==> config.mk <==
export PLATFORM = sky130hd
export DESIGN_NAME = vbf_divider
export DESIGN_NICKNAME = d
export VERILOG_FILES = /design/src/vbf_pkg.sv /design/src/vbf_divider.sv
export SDC_FILE = /design/constraint.sdc
export NUM_CORES = 1
export LEC_CHECK = 0
export BUFFER_PORTS_ARGS = -buffer_cell sky130_fd_sc_hd__buf_4
export CAP_MARGIN = 20
export CELL_PAD_IN_SITES_DETAIL_PLACEMENT = 0
export CELL_PAD_IN_SITES_GLOBAL_PLACEMENT = 1
export CORE_ASPECT_RATIO = 1.1
export CORE_MARGIN = 10
export CORE_UTILIZATION = 44
export CTS_CLUSTER_DIAMETER = 150
export CTS_CLUSTER_SIZE = 14
export DETAILED_ROUTE_END_ITERATION = 10
export PLACE_DENSITY = 0.82
export REMOVE_ABC_BUFFERS = 1
export SLEW_MARGIN = 0
export SYNTH_ARGS = -nofsm -noshare
export SYNTH_HDL_FRONTEND = slang
export SYNTH_SLANG_ARGS = --single-unit
==> constraint.sdc <==
create_clock -name clk_i -period 3.31 [get_ports clk_i]
set_clock_uncertainty 0.2 [all_clocks]
set_input_delay 0.993 -clock clk_i [delete_from_list [all_inputs] [get_ports clk_i]]
set_output_delay 0.993 -clock clk_i [all_outputs]
set_load 0.1 [all_outputs]
==> src/vbf_pkg.sv <==
package vbf_pkg;

  localparam int unsigned DimMax       = 64;
  localparam int unsigned RadiusMax    = 3;
  localparam int unsigned VoxelBits    = 16;
  localparam int unsigned RangeEntries = 256;
  localparam int unsigned SpatialEntries = 3 * RadiusMax * RadiusMax + 1;

  localparam int unsigned CoordW  = $clog2(DimMax);
  localparam int unsigned SizeW   = CoordW + 1;
  localparam int unsigned AddrW   = 3 * CoordW;
  localparam int unsigned RadW    = 2;
  localparam int unsigned ScaleW  = 24;
  localparam int unsigned WIdxW   = 8;
  localparam int unsigned SpIdxW  = $clog2(SpatialEntries);
  localparam int unsigned WeightW = 16;
  localparam int unsigned DenW    = 26;
  localparam int unsigned SumW    = 42;
  localparam int unsigned QuoCnW  = 6;
  localparam int unsigned CfgIdxW = 3;
  localparam int unsigned CfgW    = 24;

  typedef logic [CoordW-1:0] coord_t;
  typedef logic [SizeW-1:0]  size_t;
  typedef logic [AddrW-1:0]  vaddr_t;
  typedef logic [VoxelBits-1:0] voxel_t;
  typedef logic [WeightW-1:0] weight_t;

  typedef enum logic [1:0] {
    KindStore   = 2'd0,
    KindRange   = 2'd1,
    KindSpatial = 2'd2,
    KindFilter  = 2'd3
  } kind_e;

  typedef enum logic [CfgIdxW-1:0] {
    CfgRadius = 3'd0,
    CfgSizeX  = 3'd1,
    CfgSizeY  = 3'd2,
    CfgSizeZ  = 3'd3,
    CfgScale  = 3'd4
  } cfg_idx_e;

  typedef struct packed {
    logic   valid;
    logic   last;
    logic   is_center;
    logic [SpIdxW-1:0] d2;
  } nb_tag_t;

  typedef struct packed {
    logic start;
    logic [SumW-1:0] sum;
    logic [DenW-1:0] den;
    voxel_t center;
  } div_req_t;

endpackage

==> src/vbf_divider.sv <==
module vbf_divider (
  input  logic                clk_i,
  input  logic                rst_ni,
  input  vbf_pkg::div_req_t   req_i,
  output logic                done_o,
  output vbf_pkg::voxel_t     quo_o,
  output logic                zero_o
);
  import vbf_pkg::*;

  logic              busy_q, busy_d;
  logic [QuoCnW-1:0] cnt_q, cnt_d;
  logic [SumW-1:0]   num_q, num_d;
  logic [DenW:0]     rem_q, rem_d;
  logic [DenW-1:0]   den_q, den_d;
  voxel_t            ctr_q, ctr_d;
  logic              done_q, done_d;
  logic              zero_q, zero_d;
  voxel_t            quo_q, quo_d;
  logic [DenW:0]     trial;

  always_comb begin
    busy_d = busy_q;
    cnt_d  = cnt_q;
    num_d  = num_q;
    rem_d  = rem_q;
    den_d  = den_q;
    ctr_d  = ctr_q;
    done_d = 1'b0;
    zero_d = zero_q;
    quo_d  = quo_q;
    trial  = {rem_q[DenW-1:0], num_q[SumW-1]};
    if (req_i.start) begin
      num_d = req_i.sum;
      den_d = req_i.den;
      ctr_d = req_i.center;
      rem_d = '0;
      cnt_d = '0;
      if (req_i.den == '0) begin
        done_d = 1'b1;
        zero_d = 1'b1;
        quo_d  = req_i.center;
      end else begin
        busy_d = 1'b1;
      end
    end else if (busy_q) begin
      num_d = {num_q[SumW-2:0], 1'b0};
      if (trial >= {1'b0, den_q}) begin
        rem_d    = trial - {1'b0, den_q};
        num_d[0] = 1'b1;
      end else begin
        rem_d = trial;
      end
      cnt_d = cnt_q + 1'b1;
      if (cnt_q == QuoCnW'(SumW - 1)) begin
        busy_d = 1'b0;
        done_d = 1'b1;
        zero_d = 1'b0;
        quo_d  = num_d[VoxelBits-1:0];
      end
    end
  end

  always_ff @(posedge clk_i or negedge rst_ni) begin
    if (!rst_ni) begin
      busy_q <= 1'b0;
      done_q <= 1'b0;
      cnt_q  <= '0;
    end else begin
      busy_q <= busy_d;
      done_q <= done_d;
      cnt_q  <= cnt_d;
    end
  end

  always_ff @(posedge clk_i) begin
    num_q  <= num_d;
    rem_q  <= rem_d;
    den_q  <= den_d;
    ctr_q  <= ctr_d;
    zero_q <= zero_d;
    quo_q  <= quo_d;
  end

  assign done_o = done_q;
  assign quo_o  = quo_q;
  assign zero_o = zero_q;

  a_done_pulse: assert property (@(posedge clk_i) disable iff (!rst_ni)
    done_q |=> !done_q) else $error("divider done held");
  a_no_restart: assert property (@(posedge clk_i) disable iff (!rst_ni)
    busy_q |-> !req_i.start) else $error("divider restarted while busy");
  a_zero_ctr: assert property (@(posedge clk_i) disable iff (!rst_ni)
    done_q && zero_q |-> quo_q == ctr_q) else $error("zero total lost center");

endmodule

==> results of run 1 <==
cell type report:
cell class                      count  area, um2
Clock buffer                       17        425
Clock inverter                     15        211
Fill cell                        1331       6640
Inverter                           36        135
Multi-Input combinational cell    485       3120
Sequential cell                   119       3270
Tap cell                          196        245
Timing Repair Buffer              124        943
worst register-to-register path, cell delays in order (launching register included):
cell and delay, ns:
dfxtp_1 0.35, ha_1 0.44, and3_1 0.27, and2_1 0.19, and3_1 0.18, a31oi_1 0.17, o21ai_1 0.30, buf_4 0.30
o41ai_1 0.38, a31o_2 0.15
power by group:
part	switching, mW	total (mW)	internal (mW)
logic	1.25	2.16	0.913
clock network	0.738	2.01	1.28
registers	0.143	1.97	1.83
total	2.13	6.15	4.02
logic make-up (layout without fill, tap and decap cells):
family	Yosys count	after routing
buffers and inverters	74	192
flip-flops	119	119
adder cells (fa/ha/maj)	29	29
multiplexers	29	29
AND/OR/NAND/NOR	256	256
XOR/XNOR	18	18
AO/OA/AOI/OAI	153	153
how the worst max path moves through the flow:
stage / depth (start not counted) / endpoint / from / slack, ns
2_1_floorplan: 11 / rem_q[16]$_SDFFE_PP0P_ / num_q[41]$_DFFE_PP_ / 0.50
3_3_place_gp: 6 / quo_o[4]$_DFFE_PP_ / req_i[23] / 0.37
3_5_place_dp: 12 / rem_q[16]$_SDFFE_PP0P_ / num_q[41]$_DFFE_PP_ / 0.30
4_1_cts: 12 / rem_q[16]$_SDFFE_PP0P_ / num_q[41]$_DFFE_PP_ / 0.28
5_1_grt: 12 / rem_q[16]$_SDFFE_PP0P_ / num_q[41]$_DFFE_PP_ / 0.04
6_report: 9 / rem_q[17]$_SDFFE_PP0P_ / rem_q[14]$_SDFFE_PP0P_ / 0.33
repair_timing:
item / in CTS / in global routing
gates resized for setup: 0 / 1
setup endpoints to repair: 0 / 3
buffers inserted: 0 / 0
Yosys cell counts (16+ instances only):
master,instances
a21oi_1,22
and3_1,16
clkbuf_1,21
dfxtp_1,26
edfxtp_1,85
ha_1,28
inv_1,36
mux2_2,28
nand2_1,108
nand3_1,30
nor2_1,43
o21ai_0,38
flip-flops by register name, summed over array words and instances, names as in the netlist:
register,count
rem_q,26
cnt_q,6
busy_q,1
done_o,1
quo_o,16
num_q,42
zero_o,1
den_q,26
per-layer routing:
metal  wire length, um  GRT usage [%]
met1              7330           21.7
met2              8600           29.2
met3              1640           7.35
met4               621           7.65
met5                 0              0
==> impl_metrics.tcl, run 1 <==
set metrics [dict create \
    h-tree-depth 4 \
    final_common_cell "buf_4" \
    cap_violations 0 \
    pin_count 105 \
    crit_top_cell "and3_1" \
    antenna_found_initial 0 \
    period_share_pct 90.0 \
    p_leak_nw 3.69 \
    fp-row-count 47 \
    drt-total-wl_um 18200 \
    cts.sinks 119 \
    max_slew_margin_pct 49.7 \
    synth_xor_area_share_pct 2.35 \
    viasPerCell 5.70 \
    cp_top_family "compound AO/OA/AOI/OAI gates" \
    clockBufferDepth 2 \
    layout_common_cells "buf_4, nand2_1, edfxtp_1" \
    final_core_util_pct 55.7 \
    start_kind "flop" \
    area_growth_pct 24.7 \
    place_area_mm2 0.00772 \
    diodes 0 \
    dp.cells 960 \
    die_h_um 149 \
    synth-adder-area-share_pct 5.53 \
    route.antenna.remaining_nets 0 \
    synth_compound_area_share_pct 15.7 \
    maxSlewViolCount 0 \
    drt_iter0_markers 476 \
    hpwl_um 13500 \
    clk_pin_slew_worst_paths_ns 0.06 \
    muxShareOfSynthArea_pct 4.86 \
    synth_top_area_share_pct 38.1 \
    setup_viol 0 \
    hold_buffers 0 \
    worstSetupEndpointType "flop" \
    holdWs_ns 0.169 \
    worst_slew_pin_slew_ns 0.749 \
    cts_made_buffers 17 \
    synth-edff-count 85 \
    routabilityCongestion 0.900 \
    critical_path_required_ns 3.48 \
    ys_ff_latch 119 \
    critPathBufInv 1 \
    crit_path_max_fanout 11 \
    drc 0 \
    root_buffer "clkbuf_16" \
    yosysTopAreaCell "edfxtp_1" \
    synthTopCellsByArea "edfxtp_1, dfxtp_1, nand2_1" \
    pre_cts_ws_ns 0.301 \
    critPathKind "flop to flop" \
    ir_worst_vdd_mv 0.361 \
    die_area_mm2 0.0206 \
    synthArstFlopShare_pct 6.72 \
    portBuffers 104 \
    arrival_ns 3.15 \
    crit_slowest_cell "ha_1" \
    tns_ns 0 \
    track_usage_pct 18.4 \
    status "completed" \
    reg2regPathDepth 9 \
    grt_overflow_total 0 \
    cts_tree "built" \
    grt_max_degree 53 \
    design_area_mm2 0.00835 \
    finalWorstSetupSlack_ns 0.331 \
    r2r_slack_ns 0.33 \
    synth_flop_cell "edfxtp_1" \
    finalNonFillerCells 992 \
    syn_avg_cell_area_um2 9.88 \
    wl_per_cell_um 18.3 \
    drive_gt1_share_pct 25.1 \
    yosys.area_share.simple_pct 18.2 \
    total_power_mw 6.15 \
    nNetsFinal 899 \
    core_mm2 0.0150 \
    clock_latency_ns 0.43 \
    synthCells 678 \
    grt_pass1_vias 5788 \
    grt_pass1_wl_um 29600 \
    hold_viol_final 0 \
    die_w_um 138 \
    min_period_ns 2.98 \
    max_stage_delay_ns 0.44 \
    yosys.cell_types.count 65 \
    hp-class "input port to asynchronous set/reset pin" \
    power.density_mw_per_mm2 736 \
    drt_first_pass_iters 5 \
    r2r-start "rem_q[14]$_SDFFE_PP0P_" \
    rr_endpoint "rem_q[17]$_SDFFE_PP0P_" \
    route.vias.total 5651 \
    crit_chain "ha_1, and3_1, and2_1, and3_1, a31oi_1, o21ai_1, buf_4, o41ai_1, a31o_2" \
    rsz0062_at_grt "no" \
    clock.fmax_mhz 336 \
    ys_warn_count 0 \
    synth-seq-area-share_pct 48.9 \
    start_util_pct 44.7 \
    syn_area_mm2 0.00670 \
    synth_top_family_by_area "simple AND/OR/NAND/NOR gates" \
]
Note: power is estimated with default switching activity, not from simulation.
==> run 2: changes to the inputs <==
--- a/config.mk
+++ b/config.mk
@@ -11,11 +11,11 @@
 export CELL_PAD_IN_SITES_GLOBAL_PLACEMENT = 1
 export CORE_ASPECT_RATIO = 1.1
 export CORE_MARGIN = 10
-export CORE_UTILIZATION = 44
+export CORE_UTILIZATION = 35
 export CTS_CLUSTER_DIAMETER = 150
 export CTS_CLUSTER_SIZE = 14
 export DETAILED_ROUTE_END_ITERATION = 10
-export PLACE_DENSITY = 0.82
+export PLACE_DENSITY = 0.68
 export REMOVE_ABC_BUFFERS = 1
 export SLEW_MARGIN = 0
 export SYNTH_ARGS = -nofsm -noshare
==> run 2 against run 1 <==
Against the previous run:
- die area increased by 22%
- worst hold slack improved by 0.015 ns
- cell count increased by 5.1%
- critical path depth increased by 2
- combinational power about the same
- critical path type unchanged
- clock-buffer cell count unchanged
- largest power group unchanged
- design area increased by 0.78%
- clock power decreased by 3%
- total power decreased by 1.1%
- largest cell class unchanged
==> impl_metrics.tcl, run 2 (synthesis results as in run 1) <==
set metrics [dict create \
    drt_first_pass_iters 6 \
    core_mm2 0.0190 \
    grt_max_degree 57 \
    total_power_mw 6.08 \
    hpwl_um 14300 \
    portBuffers 104 \
    clock.fmax_mhz 328 \
    start_kind "flop" \
    antenna_found_initial 0 \
    r2r-start "num_q[41]$_DFFE_PP_" \
    routabilityCongestion 0.865 \
    drt-total-wl_um 19200 \
    cts_made_buffers 17 \
    wl_per_cell_um 18.4 \
    grt_overflow_total 0 \
    multi_input_area_mm2 0.00313 \
    h-tree-depth 4 \
    rsz0062_at_grt "no" \
    diodes 0 \
    min_period_ns 3.05 \
    p_leak_nw 3.68 \
    area_growth_pct 25.7 \
    largest_registers "num_q x42, den_q x26, rem_q x26" \
    tns_ns 0 \
    cts_setup_buffers 0 \
    max_slew_margin_pct 38.8 \
    final_common_cell "buf_4" \
    regArea_mm2 0.00327 \
    route.vias.total 5664 \
    worstSetupEndpointType "flop" \
    maxSlewViolCount 0 \
    start_util_pct 35.3 \
    setup_viol 0 \
    hold_viol_final 0 \
    pre_cts_ws_ns 0.265 \
    die_w_um 152 \
    drc 0 \
    root_buffer "clkbuf_16" \
    finalWorstSetupSlack_ns 0.259 \
    viasPerCell 5.43 \
    hp-class "input port to asynchronous set/reset pin" \
    nNetsFinal 899 \
    die_h_um 165 \
    fp-row-count 53 \
    grt_pass1_wl_um 31000 \
    pin_count 105 \
    crit_path_max_fanout 4 \
    track_usage_pct 15.2 \
    ir_worst_vdd_mv 0.413 \
    clock_latency_ns 0.42 \
    layout_common_cells "buf_4, nand2_1, edfxtp_1" \
    clk_pin_slew_worst_paths_ns 0.06 \
    status "completed" \
    reg2regPathDepth 11 \
    final_core_util_pct 44.4 \
    clockBufferDepth 2 \
    worst_slew_pin_slew_ns 0.918 \
    critPathLaunch "num_q[41]$_DFFE_PP_" \
    drive_gt1_share_pct 25.3 \
    cts.sinks 119 \
    route.antenna.remaining_nets 0 \
    cts_tree "built" \
    arrival_ns 3.18 \
    drt_iter0_markers 398 \
    regMostFlops "num_q" \
    period_share_pct 92.2 \
    cap_violations 0 \
    power.density_mw_per_mm2 722 \
    hold_buffers 0 \
    fill_cells 1884 \
    largest_reg_flops 42 \
    critical_path_required_ns 3.43 \
    grt_pass1_vias 5867 \
    critPathKind "flop to flop" \
    die_area_mm2 0.0251 \
]
[run 2: worst paths after layout]
| kind | slack [ns] | end |
|---|---|---|
| max in group asynchronous | 2.59 | busy_q$_DFFE_PN0P_ |
| setup reg to reg | 0.26 | rem_q[18]$_SDFFE_PP0P_ |
| hold reg to reg | 0.31 | rem_q[8]$_SDFFE_PP0P_ |
| setup / recovery | 0.26 | rem_q[18]$_SDFFE_PP0P_ |
| hold / removal | 0.18 | cnt_q[2]$_DFFE_PN0P_ |
| min in group clk_i | 0.31 | rem_q[8]$_SDFFE_PP0P_ |
[run 2: worst max-delay path: stages (launching register included)]
cell       delay [ns]
edfxtp_1         0.34
inv_1            0.05
ha_1             0.20
inv_1            0.07
fa_1             0.26
a211oi_2         0.12
o21ai_0          0.42
nand4_1          0.22
a31oi_1          0.41
a2bb2oi_1        0.25
o21ai_0          0.14
a311oi_1         0.29
[run 2: final cells by class]
class                   instances  share of cell area, %
inverters                      36                   1.61
flip-flops and latches        119                   38.9
well taps                     247                   3.67
clock buffers                  17                   5.05
clock inverters                15                   2.27
repair buffers                124                   11.4
multi-input cells             485                   37.2
[run 2: timing repair]
item	4_1_cts	5_1_grt
hold endpoints to repair	0	0
resized for setup	0	1
endpoints found under the setup margin	0	1
[run 2: per-layer routing]
layer	track usage [%]	vias up	share of wire [%]
li1	-	2729	-
met1	17.1	2724	42
met2	25.4	186	47
met3	6.84	25	9.0
met4	4.64	0	2.0
met5	0	-	0
[run 2: power breakdown]
part           internal, mW  switching (mW)
clock network          1.20           0.738
registers              1.83           0.146
logic                 0.900            1.27
[run 2: per-stage QoR]
stage               cell area [um2]  hold WS, ns  instances
floorplan                      6530        0.265        640
CTS                            8410        0.176       1043
detailed placement             7800        0.297       1011
global route                   8420        0.176       1043
finish                         8420        0.184       1043
global placement               7800        0.291       1011
==> run 3: changes to the inputs <==
--- a/config.mk
+++ b/config.mk
@@ -5,6 +5,7 @@
 export SDC_FILE = /design/constraint.sdc
 export NUM_CORES = 1
 export LEC_CHECK = 0
+export ABC_AREA = 1
 export BUFFER_PORTS_ARGS = -buffer_cell sky130_fd_sc_hd__buf_4
 export CAP_MARGIN = 20
 export CELL_PAD_IN_SITES_DETAIL_PLACEMENT = 0
@@ -15,7 +16,7 @@
 export CTS_CLUSTER_DIAMETER = 150
 export CTS_CLUSTER_SIZE = 14
 export DETAILED_ROUTE_END_ITERATION = 10
-export PLACE_DENSITY = 0.68
+export PLACE_DENSITY = 0.71
 export REMOVE_ABC_BUFFERS = 1
 export SLEW_MARGIN = 0
 export SYNTH_ARGS = -nofsm -noshare
==> run 3 against run 2 <==
Against the previous run:
- non-clock buffer count down 6
- worst hold slack worse by 0.00085 ns
- combinational power down 5%
- register-to-register slack better by 0.38 ns
- clock power about the same
- setup slack better by 0.36 ns
- largest power group unchanged
- routed wire length down 1.5%
- sequential power down 4%
- sequential cell count unchanged
- critical path type is now input port to flop
- die area up 4.5%
- clock-buffer cell count up 1
==> impl_metrics.tcl, run 3 <==
set metrics [dict create \
    syn_area_mm2 0.00704 \
    synth_top_area_share_pct 36.2 \
    tns_ns 0 \
    yosys.cell_types.count 35 \
    start_util_pct 35.6 \
    hp-class "input port to asynchronous set/reset pin" \
    p_leak_nw 4.51 \
    regMostFlops "num_q" \
    synthCells 937 \
    nNetsFinal 1166 \
    die_area_mm2 0.0262 \
    synth_xor_area_share_pct 1.62 \
    synth-edff-count 85 \
    ys_top_cells_by_count "nand2_1, inv_1, edfxtp_1" \
    viasPerCell 4.60 \
    drt_iter0_markers 285 \
    synth_top_family_by_area "simple AND/OR/NAND/NOR gates" \
    start_kind "input port" \
    rr_endpoint "rem_q[7]$_SDFFE_PP0P_" \
    clk_pin_slew_worst_paths_ns 0.06 \
    crit_path_max_fanout 17 \
    place_area_mm2 0.00814 \
    core_mm2 0.0198 \
    r2r-start "den_q[2]$_DFFE_PP_" \
    route.antenna.remaining_nets 0 \
    rsz0062_at_grt "no" \
    grt_pass1_vias 6257 \
    hpwl_um 14500 \
    syn_avg_cell_area_um2 7.52 \
    fp-row-count 54 \
    clock_latency_ns 0.43 \
    root_buffer "clkbuf_16" \
    cap_violations 0 \
    max_stage_delay_ns 0.43 \
    grt_overflow_total 0 \
    regArea_mm2 0.00327 \
    muxShareOfSynthArea_pct 0 \
    cts_made_buffers 17 \
    max_slew_margin_pct 50.5 \
    crit_chain "buf_4, nor4_1, nand2_1, nor2_1, nand4_1, o21ai_1, buf_12" \
    synthTopCellsByArea "edfxtp_1, nand2_1, inv_1" \
    largest_registers "num_q x42, den_q x26, rem_q x26" \
    synth-adder-area-share_pct 5.26 \
    cts.sinks 119 \
    die_w_um 155 \
    hold_viol_final 0 \
    pin_count 105 \
    largest_reg_flops 42 \
    synth_compound_area_share_pct 2.52 \
    h-tree-depth 4 \
    maxSlewViolCount 0 \
    setup_viol 0 \
    area_growth_pct 24.4 \
    wl_per_cell_um 14.4 \
    synthArstFlopShare_pct 6.72 \
    yosysTopAreaCell "edfxtp_1" \
    drt-total-wl_um 18900 \
    holdWs_ns 0.183 \
    synth_flop_cell "edfxtp_1" \
    arrival_ns 2.62 \
    r2r_slack_ns 0.64 \
    grt_pass1_wl_um 31300 \
    critPathKind "input port to flop" \
    cts_setup_buffers 0 \
    grt_max_degree 73 \
    reg2regPathDepth 14 \
    critPathBufInv 2 \
    hold_buffers 0 \
    ys_ff_latch 119 \
    power.density_mw_per_mm2 674 \
    worstSetupEndpointType "flop" \
    drt_first_pass_iters 4 \
    period_share_pct 81.4 \
    drc 0 \
    ir_worst_vdd_mv 0.386 \
    design_area_mm2 0.00876 \
    dp.cells 1283 \
    antenna_found_initial 0 \
    min_period_ns 2.70 \
    cts_resized 0 \
    clockBufferDepth 2 \
    clock.fmax_mhz 371 \
    die_h_um 169 \
    multi_input_area_mm2 0.00303 \
    diodes 0 \
    yosys.area_share.simple_pct 33.7 \
    status "completed" \
    cts_tree "built" \
    layout_common_cells "nand2_1, inv_1, buf_4" \
    final_common_cell "nand2_1" \
    synth.most_common_cell "nand2_1" \
    route.vias.total 6043 \
    synth-seq-area-share_pct 46.5 \
    drive_gt1_share_pct 16.6 \
    finalNonFillerCells 1315 \
    portBuffers 104 \
    cp_top_family "simple AND/OR/NAND/NOR gates" \
    ys_warn_count 0 \
    crit_slowest_cell "nor4_1" \
    worst_slew_pin_slew_ns 0.743 \
    routabilityCongestion 0.839 \
    critical_path_required_ns 3.24 \
    track_usage_pct 14.7 \
    fill_cells 2057 \
]
run 3: cell count changes after synthesis, moves of 9 or more:
cell	previous run	this run
nand2_1	108	393
a21oi_1	22	13
inv_1	36	160
and3_1	16	0
o21ai_0	38	10
mux2_2	28	0
nand3_1	30	57
clkbuf_1	21	11
nand4_1	13	34
a311oi_1	14	0
a21o_1	14	0
a31oi_1	11	0
run 3: power breakdown:
group          internal [mW]  switching (mW)
clock                   1.21           0.732
combinational          0.769            1.29
sequential              1.81          0.0973
total                   3.78            2.12
run 3: worst max-delay path by stage:
stage                                       end  slack, ns               start  depth (start not counted)
after floorplan              quo_o[0]$_DFFE_PP_      -0.09           req_i[17]                          5
after global placement      quo_o[15]$_DFFE_PP_       0.24           req_i[29]                          7
after detailed placement    quo_o[14]$_DFFE_PP_       0.23           req_i[29]                          7
after CTS                 rem_q[7]$_SDFFE_PP0P_       0.62  den_q[2]$_DFFE_PP_                         14
after global routing      rem_q[7]$_SDFFE_PP0P_       0.40  den_q[2]$_DFFE_PP_                         14
final                       quo_o[14]$_DFFE_PP_       0.61           req_i[29]                          7
run 3: through the flow:
stage | total power [mW] | setup WS (ns) | util, %
after CTS | 5.97 | 0.622 | 44.2
after global placement | 4.00 | 0.239 | 41.1
final | 5.90 | 0.614 | 44.2
after floorplan | 3.40 | -0.0915 | -
after detailed placement | 4.00 | 0.226 | 41.1
after global routing | 6.36 | 0.402 | 44.2
run 3: area by class of cell:
| class | count | area share [%] |
|---|---|---|
| Clock buffer | 18 | 4.90 |
| Clock inverter | 14 | 2.11 |
| Inverter | 166 | 7.12 |
| Multi-Input combinational cell | 628 | 34.6 |
| Sequential cell | 119 | 37.4 |
| Tap cell | 252 | 3.60 |
| Timing Repair Buffer | 118 | 10.3 |
run 3: cells by family (layout without fill, tap and decap cells):
family / count (synthesis) / in the layout
buffers and inverters: 190 / 316
adders and majority gates: 29 / 29
AOI/OAI and AO/OA: 33 / 33
and+or+nand+nor: 553 / 553
xor gates and xnor gates: 13 / 13
DFF: 119 / 119
run 3: layer usage:
metal	vias up	GRT usage (%)	part of all wire (%)
met5	-	0	0
met4	0	3.91	0.58
li1	3176	-	-
met1	2754	17.7	44
met3	8	6.01	7.6
met2	105	23.9	48
